<file path="src/radial_glow_pixel_generator_core_macros.svh">
// Assertion macros used by the radial glow pixel generator top level.
`ifndef RADIAL_GLOW_PIXEL_GENERATOR_CORE_MACROS_SVH
`define RADIAL_GLOW_PIXEL_GENERATOR_CORE_MACROS_SVH

// Same-cycle implication.
`define RGPG_ASSERT_NOW(lbl, clk, rst, ante, cons, msg) \
   lbl: assert property (@(posedge clk) disable iff (rst) (ante) |-> (cons)) \
      else $error(msg);

// Next-cycle implication.
`define RGPG_ASSERT_NEXT(lbl, clk, rst, ante, cons, msg) \
   lbl: assert property (@(posedge clk) disable iff (rst) (ante) |=> (cons)) \
      else $error(msg);

`endif

</file>
<file path="src/rgpg_pkg.sv">
// Types and constants of the radial glow pixel generator.
`default_nettype none

package rgpg_pkg;

   localparam int MAX_SIDE    = 1024;
   localparam int SIDE_W      = 11;
   localparam int COORD_W     = 10;
   localparam int LEVEL_W     = 8;
   localparam int SQ_W        = 2 * COORD_W;
   localparam int DIST_W      = SQ_W + 1;
   localparam int GLOW_SCALE  = 65025;
   localparam int SCALE_W     = 16;
   localparam int TARGET_W    = DIST_W + SCALE_W;
   localparam int RAD_W       = TARGET_W + (TARGET_W % 2);
   localparam int SQRT_STEPS  = RAD_W / 2;
   localparam int REM_W       = SQRT_STEPS + 2;
   localparam int ROOT_W      = SQRT_STEPS;
   localparam int QUOT_STEPS  = LEVEL_W;
   localparam int ACC_W       = COORD_W + LEVEL_W;
   localparam int LEVEL_MAX   = (1 << LEVEL_W) - 1;

   localparam int DIST_STAGES  = 4;
   localparam int QUOT_STAGES  = QUOT_STEPS + 1;
   localparam int SHADE_STAGES = 2;
   localparam int LATENCY      = DIST_STAGES + SQRT_STEPS + QUOT_STAGES + SHADE_STAGES;

   localparam int CSR_INDEX_W = 3;
   localparam int CSR_DATA_W  = SIDE_W;

   typedef enum logic [CSR_INDEX_W-1:0] {
      CSR_IMAGE_WIDTH  = 3'd0,
      CSR_IMAGE_HEIGHT = 3'd1,
      CSR_TINT_RED     = 3'd2,
      CSR_TINT_GREEN   = 3'd3,
      CSR_TINT_BLUE    = 3'd4
   } csr_index_type;

   typedef struct packed {
      logic [COORD_W-1:0] column;
      logic [COORD_W-1:0] row;
   } req_type;

   typedef struct packed {
      logic [LEVEL_W-1:0] alpha;
      logic [LEVEL_W-1:0] red;
      logic [LEVEL_W-1:0] green;
      logic [LEVEL_W-1:0] blue;
   } rsp_type;

   typedef struct packed {
      logic [SIDE_W-1:0]  image_width;
      logic [SIDE_W-1:0]  image_height;
      logic [LEVEL_W-1:0] tint_red;
      logic [LEVEL_W-1:0] tint_green;
      logic [LEVEL_W-1:0] tint_blue;
   } cfg_type;

endpackage

`default_nettype wire

</file>
<file path="src/radial_glow_pixel_generator_core.sv">
// Top level of the radial glow pixel generator: register file and pixel pipeline.
`default_nettype none

`include "radial_glow_pixel_generator_core_macros.svh"

// Radial glow pixel generator. Each request carries one pixel coordinate
// (column, row); at the end of the pipeline the block returns that pixel's alpha
// and tinted red/green/blue for one cycle on rsp_data, marked by rsp_strobe.
// A new request may be issued on every clock while busy is low, so the block
// sustains one pixel per cycle; the path holds distance and scaling stages,
// the 19-stage square-root pipeline (one root bit per stage), the 8-stage
// restoring quotient against the glow radius and shading stages. There is no
// backpressure: results must be taken in the cycle they appear. busy is high
// only in the first cycle after reset. Registers (sprite size, tint) must be
// written only when no request is in flight; they feed all but the root directly.
module radial_glow_pixel_generator_core
   import rgpg_pkg::*;
(
   input  logic                   clock,
   input  logic                   reset,
   // request channel
   input  logic                   start,
   output logic                   busy,
   input  req_type                req_data,
   // response channel
   output logic                   rsp_strobe,
   output rsp_type                rsp_data,
   // register write channel
   input  logic                   csr_valid,
   output logic                   csr_ready,
   input  logic [CSR_INDEX_W-1:0] csr_index,
   input  logic [CSR_DATA_W-1:0]  csr_wdata
);

   logic                busy_ff;
   logic                req_accept;
   logic                csr_write;
   cfg_type             cfg_ff, cfg_in;
   logic [SIDE_W-1:0]   side_sat;

   // pipeline links
   logic                dist_valid;
   logic [TARGET_W-1:0] dist_target;
   logic                sqrt_valid;
   logic [ROOT_W-1:0]   sqrt_root;
   logic                sqrt_inexact;
   logic                quot_valid;
   logic [LEVEL_W-1:0]  quot_below;
   logic                quot_center;

   assign req_accept = start && !busy_ff;
   assign csr_ready  = !busy_ff;
   assign csr_write  = csr_valid && csr_ready;
   assign busy       = busy_ff;

   // oversized sides clamp to the largest sprite
   assign side_sat = (csr_wdata > SIDE_W'(MAX_SIDE)) ? SIDE_W'(MAX_SIDE) : csr_wdata;

   always_comb begin
      cfg_in = cfg_ff;
      if (csr_write) begin
         unique case (csr_index)
            CSR_IMAGE_WIDTH:  cfg_in.image_width  = side_sat;
            CSR_IMAGE_HEIGHT: cfg_in.image_height = side_sat;
            CSR_TINT_RED:     cfg_in.tint_red     = csr_wdata[LEVEL_W-1:0];
            CSR_TINT_GREEN:   cfg_in.tint_green   = csr_wdata[LEVEL_W-1:0];
            CSR_TINT_BLUE:    cfg_in.tint_blue    = csr_wdata[LEVEL_W-1:0];
            default:          cfg_in = cfg_ff;  // unmapped index: ignored
         endcase
      end
   end

   always_ff @(posedge clock) begin
      if (reset) begin
         busy_ff             <= 1'b1;
         cfg_ff.image_width  <= SIDE_W'(32);
         cfg_ff.image_height <= SIDE_W'(32);
         cfg_ff.tint_red     <= LEVEL_W'(LEVEL_MAX);
         cfg_ff.tint_green   <= LEVEL_W'(LEVEL_MAX);
         cfg_ff.tint_blue    <= LEVEL_W'(LEVEL_MAX);
      end else begin
         busy_ff <= 1'b0;
         cfg_ff  <= cfg_in;
      end
   end

   // D = dx^2 + dy^2, then T = 65025 * D
   rgpg_dist u_dist (
      .clock      (clock),
      .reset      (reset),
      .cfg        (cfg_ff),
      .in_valid   (req_accept),
      .in_req     (req_data),
      .out_valid  (dist_valid),
      .out_target (dist_target)
   );

   // floor(sqrt(T)) and whether T was a perfect square
   rgpg_sqrt u_sqrt (
      .clock       (clock),
      .reset       (reset),
      .in_valid    (dist_valid),
      .in_target   (dist_target),
      .out_valid   (sqrt_valid),
      .out_root    (sqrt_root),
      .out_inexact (sqrt_inexact)
   );

   // smallest m with m*L >= ceil(sqrt(T)), found as largest p with p*L below it
   rgpg_quot u_quot (
      .clock      (clock),
      .reset      (reset),
      .cfg        (cfg_ff),
      .in_valid   (sqrt_valid),
      .in_root    (sqrt_root),
      .in_inexact (sqrt_inexact),
      .out_valid  (quot_valid),
      .out_below  (quot_below),
      .out_center (quot_center)
   );

   // intensity, tint products; its output register drives the response ports
   rgpg_shade u_shade (
      .clock     (clock),
      .reset     (reset),
      .cfg       (cfg_ff),
      .in_valid  (quot_valid),
      .in_below  (quot_below),
      .in_center (quot_center),
      .out_valid (rsp_strobe),
      .out_rsp   (rsp_data)
   );

   // every response stems from a request exactly one pipeline depth earlier
   `RGPG_ASSERT_NOW(a_rsp_from_req, clock, reset, rsp_strobe, $past(req_accept, LATENCY), "response without matching request")

   // a dark pixel carries no color whatever the tint
   `RGPG_ASSERT_NOW(a_dark_no_color, clock, reset, rsp_strobe && (rsp_data.alpha == '0), (rsp_data.red == '0) && (rsp_data.green == '0) && (rsp_data.blue == '0), "color on a zero-alpha pixel")

   // oversized width write lands clamped
   `RGPG_ASSERT_NEXT(a_width_clamped, clock, reset, csr_write && (csr_index == CSR_IMAGE_WIDTH) && (csr_wdata > SIDE_W'(MAX_SIDE)), cfg_ff.image_width == SIDE_W'(MAX_SIDE), "image width not clamped")

endmodule

`default_nettype wire

</file>
<file path="src/rgpg_dist.sv">
// Squared distance to the sprite center, scaled by 255 squared.
`default_nettype none

module rgpg_dist
   import rgpg_pkg::*;
(
   input  logic                clock,
   input  logic                reset,
   input  cfg_type             cfg,
   input  logic                in_valid,
   input  req_type             in_req,
   output logic                out_valid,
   output logic [TARGET_W-1:0] out_target
);

   logic [COORD_W-1:0]     cx;
   logic [COORD_W-1:0]     cy;
   logic [DIST_STAGES-1:0] valid_ff, valid_in;
   logic [COORD_W-1:0]     dx_ff, dx_in, dy_ff, dy_in;
   logic [SQ_W-1:0]        dx2_ff, dx2_in, dy2_ff, dy2_in;
   logic [DIST_W-1:0]      d_ff, d_in;
   logic [TARGET_W-1:0]    t_ff, t_in;

   assign cx = cfg.image_width[SIDE_W-1:1];
   assign cy = cfg.image_height[SIDE_W-1:1];

   always_comb begin
      valid_in = {valid_ff[DIST_STAGES-2:0], in_valid};
      dx_in    = (cx >= in_req.column) ? cx - in_req.column : in_req.column - cx;
      dy_in    = (cy >= in_req.row) ? cy - in_req.row : in_req.row - cy;
      dx2_in   = SQ_W'(dx_ff) * SQ_W'(dx_ff);
      dy2_in   = SQ_W'(dy_ff) * SQ_W'(dy_ff);
      d_in     = DIST_W'(dx2_ff) + DIST_W'(dy2_ff);
      t_in     = TARGET_W'(d_ff) * TARGET_W'(GLOW_SCALE);
   end

   always_ff @(posedge clock) begin
      if (reset) begin
         valid_ff <= '0;
      end else begin
         valid_ff <= valid_in;
      end
      dx_ff  <= dx_in;
      dy_ff  <= dy_in;
      dx2_ff <= dx2_in;
      dy2_ff <= dy2_in;
      d_ff   <= d_in;
      t_ff   <= t_in;
   end

   assign out_valid  = valid_ff[DIST_STAGES-1];
   assign out_target = t_ff;

endmodule

`default_nettype wire

</file>
<file path="src/rgpg_sqrt.sv">
// Pipelined integer square root, one root bit per stage.
`default_nettype none

module rgpg_sqrt
   import rgpg_pkg::*;
(
   input  logic                clock,
   input  logic                reset,
   input  logic                in_valid,
   input  logic [TARGET_W-1:0] in_target,
   output logic                out_valid,
   output logic [ROOT_W-1:0]   out_root,
   output logic                out_inexact
);

   logic [SQRT_STEPS-1:0] valid_ff;
   logic [REM_W-1:0]      rem_ff  [SQRT_STEPS];
   logic [ROOT_W-1:0]     root_ff [SQRT_STEPS];
   logic [RAD_W-1:0]      rad_ff  [SQRT_STEPS];

   for (genvar k = 0; k < SQRT_STEPS; k++) begin : g_step
      logic               valid_i;
      logic [REM_W-1:0]   rem_i, rem_in;
      logic [ROOT_W-1:0]  root_i, root_in;
      logic [RAD_W-1:0]   rad_i, rad_in;
      logic [REM_W+1:0]   rem_sh;
      logic [REM_W+1:0]   trial;

      if (k == 0) begin : g_first
         assign valid_i = in_valid;
         assign rem_i   = '0;
         assign root_i  = '0;
         assign rad_i   = RAD_W'(in_target);
      end else begin : g_next
         assign valid_i = valid_ff[k-1];
         assign rem_i   = rem_ff[k-1];
         assign root_i  = root_ff[k-1];
         assign rad_i   = rad_ff[k-1];
      end

      always_comb begin
         rem_sh = {rem_i, rad_i[RAD_W-1:RAD_W-2]};
         trial  = {2'b00, root_i, 2'b01};
         rad_in = {rad_i[RAD_W-3:0], 2'b00};
         if (rem_sh >= trial) begin
            rem_in  = REM_W'(rem_sh - trial);
            root_in = {root_i[ROOT_W-2:0], 1'b1};
         end else begin
            rem_in  = rem_sh[REM_W-1:0];
            root_in = {root_i[ROOT_W-2:0], 1'b0};
         end
      end

      always_ff @(posedge clock) begin
         if (reset) begin
            valid_ff[k] <= 1'b0;
         end else begin
            valid_ff[k] <= valid_i;
         end
         rem_ff[k]  <= rem_in;
         root_ff[k] <= root_in;
         rad_ff[k]  <= rad_in;
      end
   end

   assign out_valid   = valid_ff[SQRT_STEPS-1];
   assign out_root    = root_ff[SQRT_STEPS-1];
   assign out_inexact = |rem_ff[SQRT_STEPS-1];

endmodule

`default_nettype wire

</file>
<file path="src/rgpg_quot.sv">
// Ceiling quotient of the scaled distance by the radius, restoring one bit per stage.
`default_nettype none

module rgpg_quot
   import rgpg_pkg::*;
(
   input  logic               clock,
   input  logic               reset,
   input  cfg_type            cfg,
   input  logic               in_valid,
   input  logic [ROOT_W-1:0]  in_root,
   input  logic               in_inexact,
   output logic               out_valid,
   output logic [LEVEL_W-1:0] out_below,
   output logic               out_center
);

   // ceil(sqrt) fits the root width: the largest root is well below its top value
   logic [SIDE_W-1:0]     side_min;
   logic [COORD_W-1:0]    len;
   logic                  c_valid_ff;
   logic [ROOT_W-1:0]     c_ff, c_in;
   logic                  czero_ff, czero_in;

   logic [QUOT_STEPS-1:0] valid_ff;
   logic [ACC_W-1:0]      acc_ff   [QUOT_STEPS];
   logic [LEVEL_W-1:0]    p_ff     [QUOT_STEPS];
   logic [ROOT_W-1:0]     cq_ff    [QUOT_STEPS];
   logic                  zq_ff    [QUOT_STEPS];

   assign side_min = (cfg.image_width < cfg.image_height) ? cfg.image_width
                                                          : cfg.image_height;
   assign len      = side_min[SIDE_W-1:1];

   always_comb begin
      c_in     = in_root + ROOT_W'(in_inexact);
      czero_in = (in_root == '0) && !in_inexact;
   end

   always_ff @(posedge clock) begin
      if (reset) begin
         c_valid_ff <= 1'b0;
      end else begin
         c_valid_ff <= in_valid;
      end
      c_ff     <= c_in;
      czero_ff <= czero_in;
   end

   // stage j decides bit (QUOT_STEPS-1-j) of the largest p with p*len < c
   for (genvar j = 0; j < QUOT_STEPS; j++) begin : g_step
      logic               valid_i;
      logic [ACC_W-1:0]   acc_i, acc_in;
      logic [LEVEL_W-1:0] p_i, p_in;
      logic [ROOT_W-1:0]  c_i;
      logic               z_i;
      logic [ACC_W-1:0]   trial;

      if (j == 0) begin : g_first
         assign valid_i = c_valid_ff;
         assign acc_i   = '0;
         assign p_i     = '0;
         assign c_i     = c_ff;
         assign z_i     = czero_ff;
      end else begin : g_next
         assign valid_i = valid_ff[j-1];
         assign acc_i   = acc_ff[j-1];
         assign p_i     = p_ff[j-1];
         assign c_i     = cq_ff[j-1];
         assign z_i     = zq_ff[j-1];
      end

      always_comb begin
         trial = acc_i + (ACC_W'(len) << (QUOT_STEPS - 1 - j));
         if (ROOT_W'(trial) < c_i) begin
            acc_in = trial;
            p_in   = p_i | (LEVEL_W'(1) << (QUOT_STEPS - 1 - j));
         end else begin
            acc_in = acc_i;
            p_in   = p_i;
         end
      end

      always_ff @(posedge clock) begin
         if (reset) begin
            valid_ff[j] <= 1'b0;
         end else begin
            valid_ff[j] <= valid_i;
         end
         acc_ff[j] <= acc_in;
         p_ff[j]   <= p_in;
         cq_ff[j]  <= c_i;
         zq_ff[j]  <= z_i;
      end
   end

   assign out_valid  = valid_ff[QUOT_STEPS-1];
   assign out_below  = p_ff[QUOT_STEPS-1];
   assign out_center = zq_ff[QUOT_STEPS-1];

endmodule

`default_nettype wire

</file>
<file path="src/rgpg_shade.sv">
// Intensity from the quotient, then alpha and tinted color channels.
`default_nettype none

module rgpg_shade
   import rgpg_pkg::*;
(
   input  logic               clock,
   input  logic               reset,
   input  cfg_type            cfg,
   input  logic               in_valid,
   input  logic [LEVEL_W-1:0] in_below,
   input  logic               in_center,
   output logic               out_valid,
   output rsp_type            out_rsp
);

   logic                   inten_valid_ff;
   logic [LEVEL_W-1:0]     inten_ff, inten_in;
   logic                   rsp_valid_ff;
   rsp_type                rsp_ff, rsp_in;
   logic [2*LEVEL_W-1:0]   prod_r, prod_g, prod_b;

   always_comb begin
      // zero distance: full intensity; no m in range: dark; else 255 - (p + 1)
      if (in_center) begin
         inten_in = LEVEL_W'(LEVEL_MAX);
      end else if (in_below == LEVEL_W'(LEVEL_MAX)) begin
         inten_in = '0;
      end else begin
         inten_in = LEVEL_W'(LEVEL_MAX - 1) - in_below;
      end

      prod_r       = (2*LEVEL_W)'(inten_ff) * (2*LEVEL_W)'(cfg.tint_red);
      prod_g       = (2*LEVEL_W)'(inten_ff) * (2*LEVEL_W)'(cfg.tint_green);
      prod_b       = (2*LEVEL_W)'(inten_ff) * (2*LEVEL_W)'(cfg.tint_blue);
      rsp_in.alpha = inten_ff;
      rsp_in.red   = prod_r[2*LEVEL_W-1:LEVEL_W];
      rsp_in.green = prod_g[2*LEVEL_W-1:LEVEL_W];
      rsp_in.blue  = prod_b[2*LEVEL_W-1:LEVEL_W];
   end

   always_ff @(posedge clock) begin
      if (reset) begin
         inten_valid_ff <= 1'b0;
         rsp_valid_ff   <= 1'b0;
      end else begin
         inten_valid_ff <= in_valid;
         rsp_valid_ff   <= inten_valid_ff;
      end
      inten_ff <= inten_in;
      rsp_ff   <= rsp_in;
   end

   assign out_valid = rsp_valid_ff;
   assign out_rsp   = rsp_ff;

endmodule

`default_nettype wire
</file>
<file path="config.mk">
export PLATFORM = sky130hd
export DESIGN_NAME = radial_glow_pixel_generator_core
export DESIGN_NICKNAME = d
export VERILOG_FILES = /design/src/rgpg_pkg.sv /design/src/radial_glow_pixel_generator_core.sv /design/src/rgpg_dist.sv /design/src/rgpg_sqrt.sv /design/src/rgpg_quot.sv /design/src/rgpg_shade.sv
export VERILOG_INCLUDE_DIRS = /design/src /design/src/src
export SDC_FILE = /design/constraint.sdc
export NUM_CORES = 2
export LEC_CHECK = 0
export ABC_CLOCK_PERIOD_IN_PS = 11500
export BUFFER_PORTS_ARGS = -buffer_cell sky130_fd_sc_hd__buf_2
export CORE_AREA = 8 8 426 428
export CTS_CLUSTER_SIZE = 28
export DETAILED_ROUTE_END_ITERATION = 10
export DIE_AREA = 0 0 434 436
export GPL_TIMING_DRIVEN = 0
export PLACE_DENSITY_LB_ADDON = 0.25
export SLEW_MARGIN = 10
export SYNTH_ARGS = -nofsm -noshare
export SYNTH_HDL_FRONTEND = slang
export SYNTH_SLANG_ARGS = --single-unit
</file>
<file path="constraint.sdc">
create_clock -name clock -period 11.5 [get_ports clock]
set_input_delay 1.15 -clock clock [delete_from_list [all_inputs] [get_ports clock]]
set_output_delay 1.15 -clock clock [all_outputs]
set_load 0.02 [all_outputs]
</file>
==> metrics.cfg <==
[global_route]
track_usage = 0.152
grt_start_max_net_pins = 17
grt-ovfl-total = 0
first_global_vias = 47428
antenna_found_initial = 2
grt_pass1_wl_mm = 238

[cells_and_area]
syn_to_final_growth_pct = 12.7
fill_cells = 16647
drive_gt1_frac = 0.0698
final_util = 0.447
nets = 8242

[timing]
max_slew_margin = 0.213
rsz0062_at_grt = false
finClkSkew_ps = 28.0
max_slew.worst_pin.slew_ps = 1150
min_period_ps = 8180
finalCritPeriodShare = 0.712
drv_slew = 0
setup_tns_ps = 0
fmax_mhz = 122
setup_viol = 0
finalHoldViolCount = 0

[clock_network]
root_buffer = clkbuf_16
clk_pin_slew_ps = 60
htreeDepth = 4
clk_latency_ps = 760
cts_buffers = 147
cts_tree = done
cts_hold_buf = 0
cts_setup_buffers = 0
cts_num_sinks = 1430
cts_max_path_buffers = 3
cts_resized = 0

[worst_setup_path]
arrival_ps = 8780
path_max_fanout = 11
crit_path_start_kind = flip-flop
slowest_delay_ps = 1020
worstPathRequired_ps = 12100
r2r_end = u_quot.p_ff[1][24]$_SDFF_PN1_
r2r-start = cfg_ff[26]$_SDFFE_PP0P_
r2r_slack_ps = 3320
cp_common_cell = a21o_1
reg2reg_depth = 30
worstSetupPathType = reg2reg
cp_slowest_cell = a2111oi_0
setup.worst_path.end_class = flip-flop

[routing]
vias = 46455
dr.first_iter.drc_count = 2107
wirelength_mm = 145
remaining_drc_errors = 0
via_per_inst = 4.84
ant_nets = 0
wl_per_cell_um = 15.1
first_pass_iters = 5

[logic_synthesis]
syn_nets = 8011
postSynthCellCount = 6916
ys_seq_elements = 1430
ys_async_sr_fraction = 0
syn_avg_cell_area_um2 = 10.0
synth_warnings = 0
synth-edff-count = 0
synth_area_um2 = 69300
synth.distinct_cells = 91
synth-seq-area-share = 0.413
synth_ff_type = dfxtp_1

[worst_hold_path]
holdPathStages = 0
hold_end = u_sqrt.rad_ff[4][26]$_DFF_P_
hp-class = reg2reg
min_from = u_sqrt.rad_ff[3][24]$_DFF_P_

[placed_design]
place.gp.congestion = 0.863
dpl.hpwl_mm = 116
portBuffers = 72

[flow_run]
drv_cap = 0

[floorplan]
initial_core_util = 0.396
core_um2 = 175000
dieHeight_um = 436
die_area_um2 = 189000
die_w_um = 434
num_rows = 154
ios = 73

[run_status]
status = completed

## cell usage in the layout (no fill, tap or decap), types with 70 or more instances in the layout
cell / count
a21oi_1: 352
clkbuf_1: 113
ha_1: 763
nor3_1: 131
nand2_1: 456
xor2_1: 183
and2_1: 174
o21ai_0: 258
xnor2_1: 333
nand3_1: 114
nor2b_1: 109
nand2b_1: 70
a21o_1: 150
mux2_2: 79
clkbuf_16: 150
fa_1: 294
dfxtp_1: 1430
buf_2: 94
nor2_1: 342
inv_1: 800
## cell type report
| cell class | instances | area [um2] | area share |
|---|---|---|---|
| well taps | 2340 | 2930 | 0.0375 |
| plain buffers | 123 | 493 | 0.00631 |
| repair buffers | 82 | 586 | 0.00750 |
| clock buffers | 195 | 4180 | 0.0535 |
| inverters | 803 | 3020 | 0.0386 |
| multi-input cells | 4560 | 37200 | 0.476 |
| flip-flops and latches | 1430 | 28600 | 0.366 |
| clock inverters | 72 | 1070 | 0.0137 |
| diodes | 3 | 7.51 | 0.0000961 |
## worst max path at each step
| stage | start | end | depth (start not counted) | slack, ps |
|---|---|---|---|---|
| floorplan | cfg_ff[26]$_SDFFE_PP0P_ | u_quot.acc_ff[1][42]$_DFF_P_ | 27 | 4910 |
| global placement | cfg_ff[26]$_SDFFE_PP0P_ | u_quot.acc_ff[1][46]$_DFF_P_ | 26 | 1700 |
| detailed placement | cfg_ff[26]$_SDFFE_PP0P_ | u_quot.p_ff[1][24]$_SDFF_PN1_ | 30 | 3280 |
| CTS | cfg_ff[26]$_SDFFE_PP0P_ | u_quot.p_ff[1][24]$_SDFF_PN1_ | 30 | 3230 |
| global route | cfg_ff[26]$_SDFFE_PP0P_ | u_quot.p_ff[1][24]$_SDFF_PN1_ | 30 | 2580 |
| finish | cfg_ff[26]$_SDFFE_PP0P_ | u_quot.p_ff[1][24]$_SDFF_PN1_ | 30 | 3320 |
## metrics by stage
stage | setup slack [ps] | hold WS (ps) | cells | cell area, um2
floorplan | 4910 | 310 | 6916 | 69300
global placement | 1700 | 310 | 9328 | 72600
detailed placement | 3280 | 312 | 9338 | 72900
CTS | 3230 | 293 | 9605 | 78100
global route | 2580 | 306 | 9605 | 78100
finish | 3320 | 304 | 9608 | 78100
## logic make-up (layout without fill, tap and decap cells)
kind of cell / count (synthesis) / in the layout / share of synthesized area
multiplexers: 98 / 98 / 0.0156
AND/OR/NAND/NOR: 1722 / 1722 / 0.126
adder cells (fa/ha/maj): 1057 / 1057 / 0.223
AO/OA/AOI/OAI: 1166 / 1166 / 0.107
XOR/XNOR: 516 / 516 / 0.0652
flip-flops: 1430 / 1430 / 0.413
buffers and inverters: 926 / 1275 / 0.0506
other: 1 / 4 / 0.0000541
## layer usage
layer | vias up | share of wire | GRT usage
li1 | 23696 | - | -
met1 | 21859 | 0.47 | 0.200
met2 | 657 | 0.47 | 0.256
met3 | 243 | 0.035 | 0.0248
met4 | 0 | 0.025 | 0.0445
met5 | - | 0 | 0
## worst max-delay path: cells and delay by family (launching register included)
family / cells / cell delay, ps
fa+ha+maj: 3 / 1020
buf+inv: 4 / 1070
simple gates: 3 / 330
xor+xnor: 1 / 200
compound gates: 19 / 4920
flops: 1 / 430
## sequential cells by signal, summed over array words and instances, names as in the netlist, 4 cells and up
signal                 flops
u_sqrt.rem_ff            367
u_sqrt.rad_ff            342
u_sqrt.root_ff           190
u_quot.cq_ff             133
u_quot.acc_ff             97
cfg_ff                    46
u_dist.out_target         37
u_quot.p_ff               36
u_shade.out_rsp           32
u_dist.d_ff               21
u_dist.dx2_ff             19
u_dist.dy2_ff             19
u_quot.c_ff               19
u_sqrt.g_step.valid_i     18
u_dist.dx_ff              10
u_dist.dy_ff              10
u_quot.zq_ff               8
u_shade.inten_ff           8
u_quot.g_step.valid_i      7
u_dist.valid_ff            4
## Yosys cell counts (6+ instances only)
master,n,share of area
dfxtp_1,1430,0.41
inv_1,800,0.043
ha_1,763,0.14
nand2_1,456,0.025
a21oi_1,353,0.025
nor2_1,342,0.019
xnor2_1,333,0.042
fa_1,294,0.085
o21ai_0,266,0.019
xor2_1,183,0.023
and2_1,174,0.016
a21o_1,150,0.016
nor3_1,131,0.0095
nand3_1,114,0.0082
nor2b_1,109,0.0098
clkbuf_1,94,0.0051
mux2_2,79,0.013
nand2b_1,70,0.0063
o21a_1,64,0.0069
nand4_1,59,0.0053
nor4_1,50,0.0045
or3_1,42,0.0038
and3_1,39,0.0035
o21bai_1,34,0.0037
a21boi_0,33,0.0036
a211oi_1,32,0.0035
a211o_1,28,0.0035
o31ai_1,27,0.0029
or4_1,25,0.0027
a31oi_1,24,0.0022
o211ai_1,24,0.0026
buf_2,22,0.0016
nand3b_1,21,0.0023
or2_2,21,0.0019
mux2i_1,19,0.0027
nor3b_1,17,0.0018
a31o_2,16,0.0020
a2111oi_0,15,0.0019
nand4b_1,14,0.0018
o2111ai_1,10,0.0013
a41oi_1,8,0.0010
nor4b_1,8,0.0010
o31a_1,8,0.0010
o41ai_1,8,0.0010
buf_1,6,0.00032
Power is not shown: default switching activity piles up to over one toggle a cycle in this logic, so the estimate is an artifact.
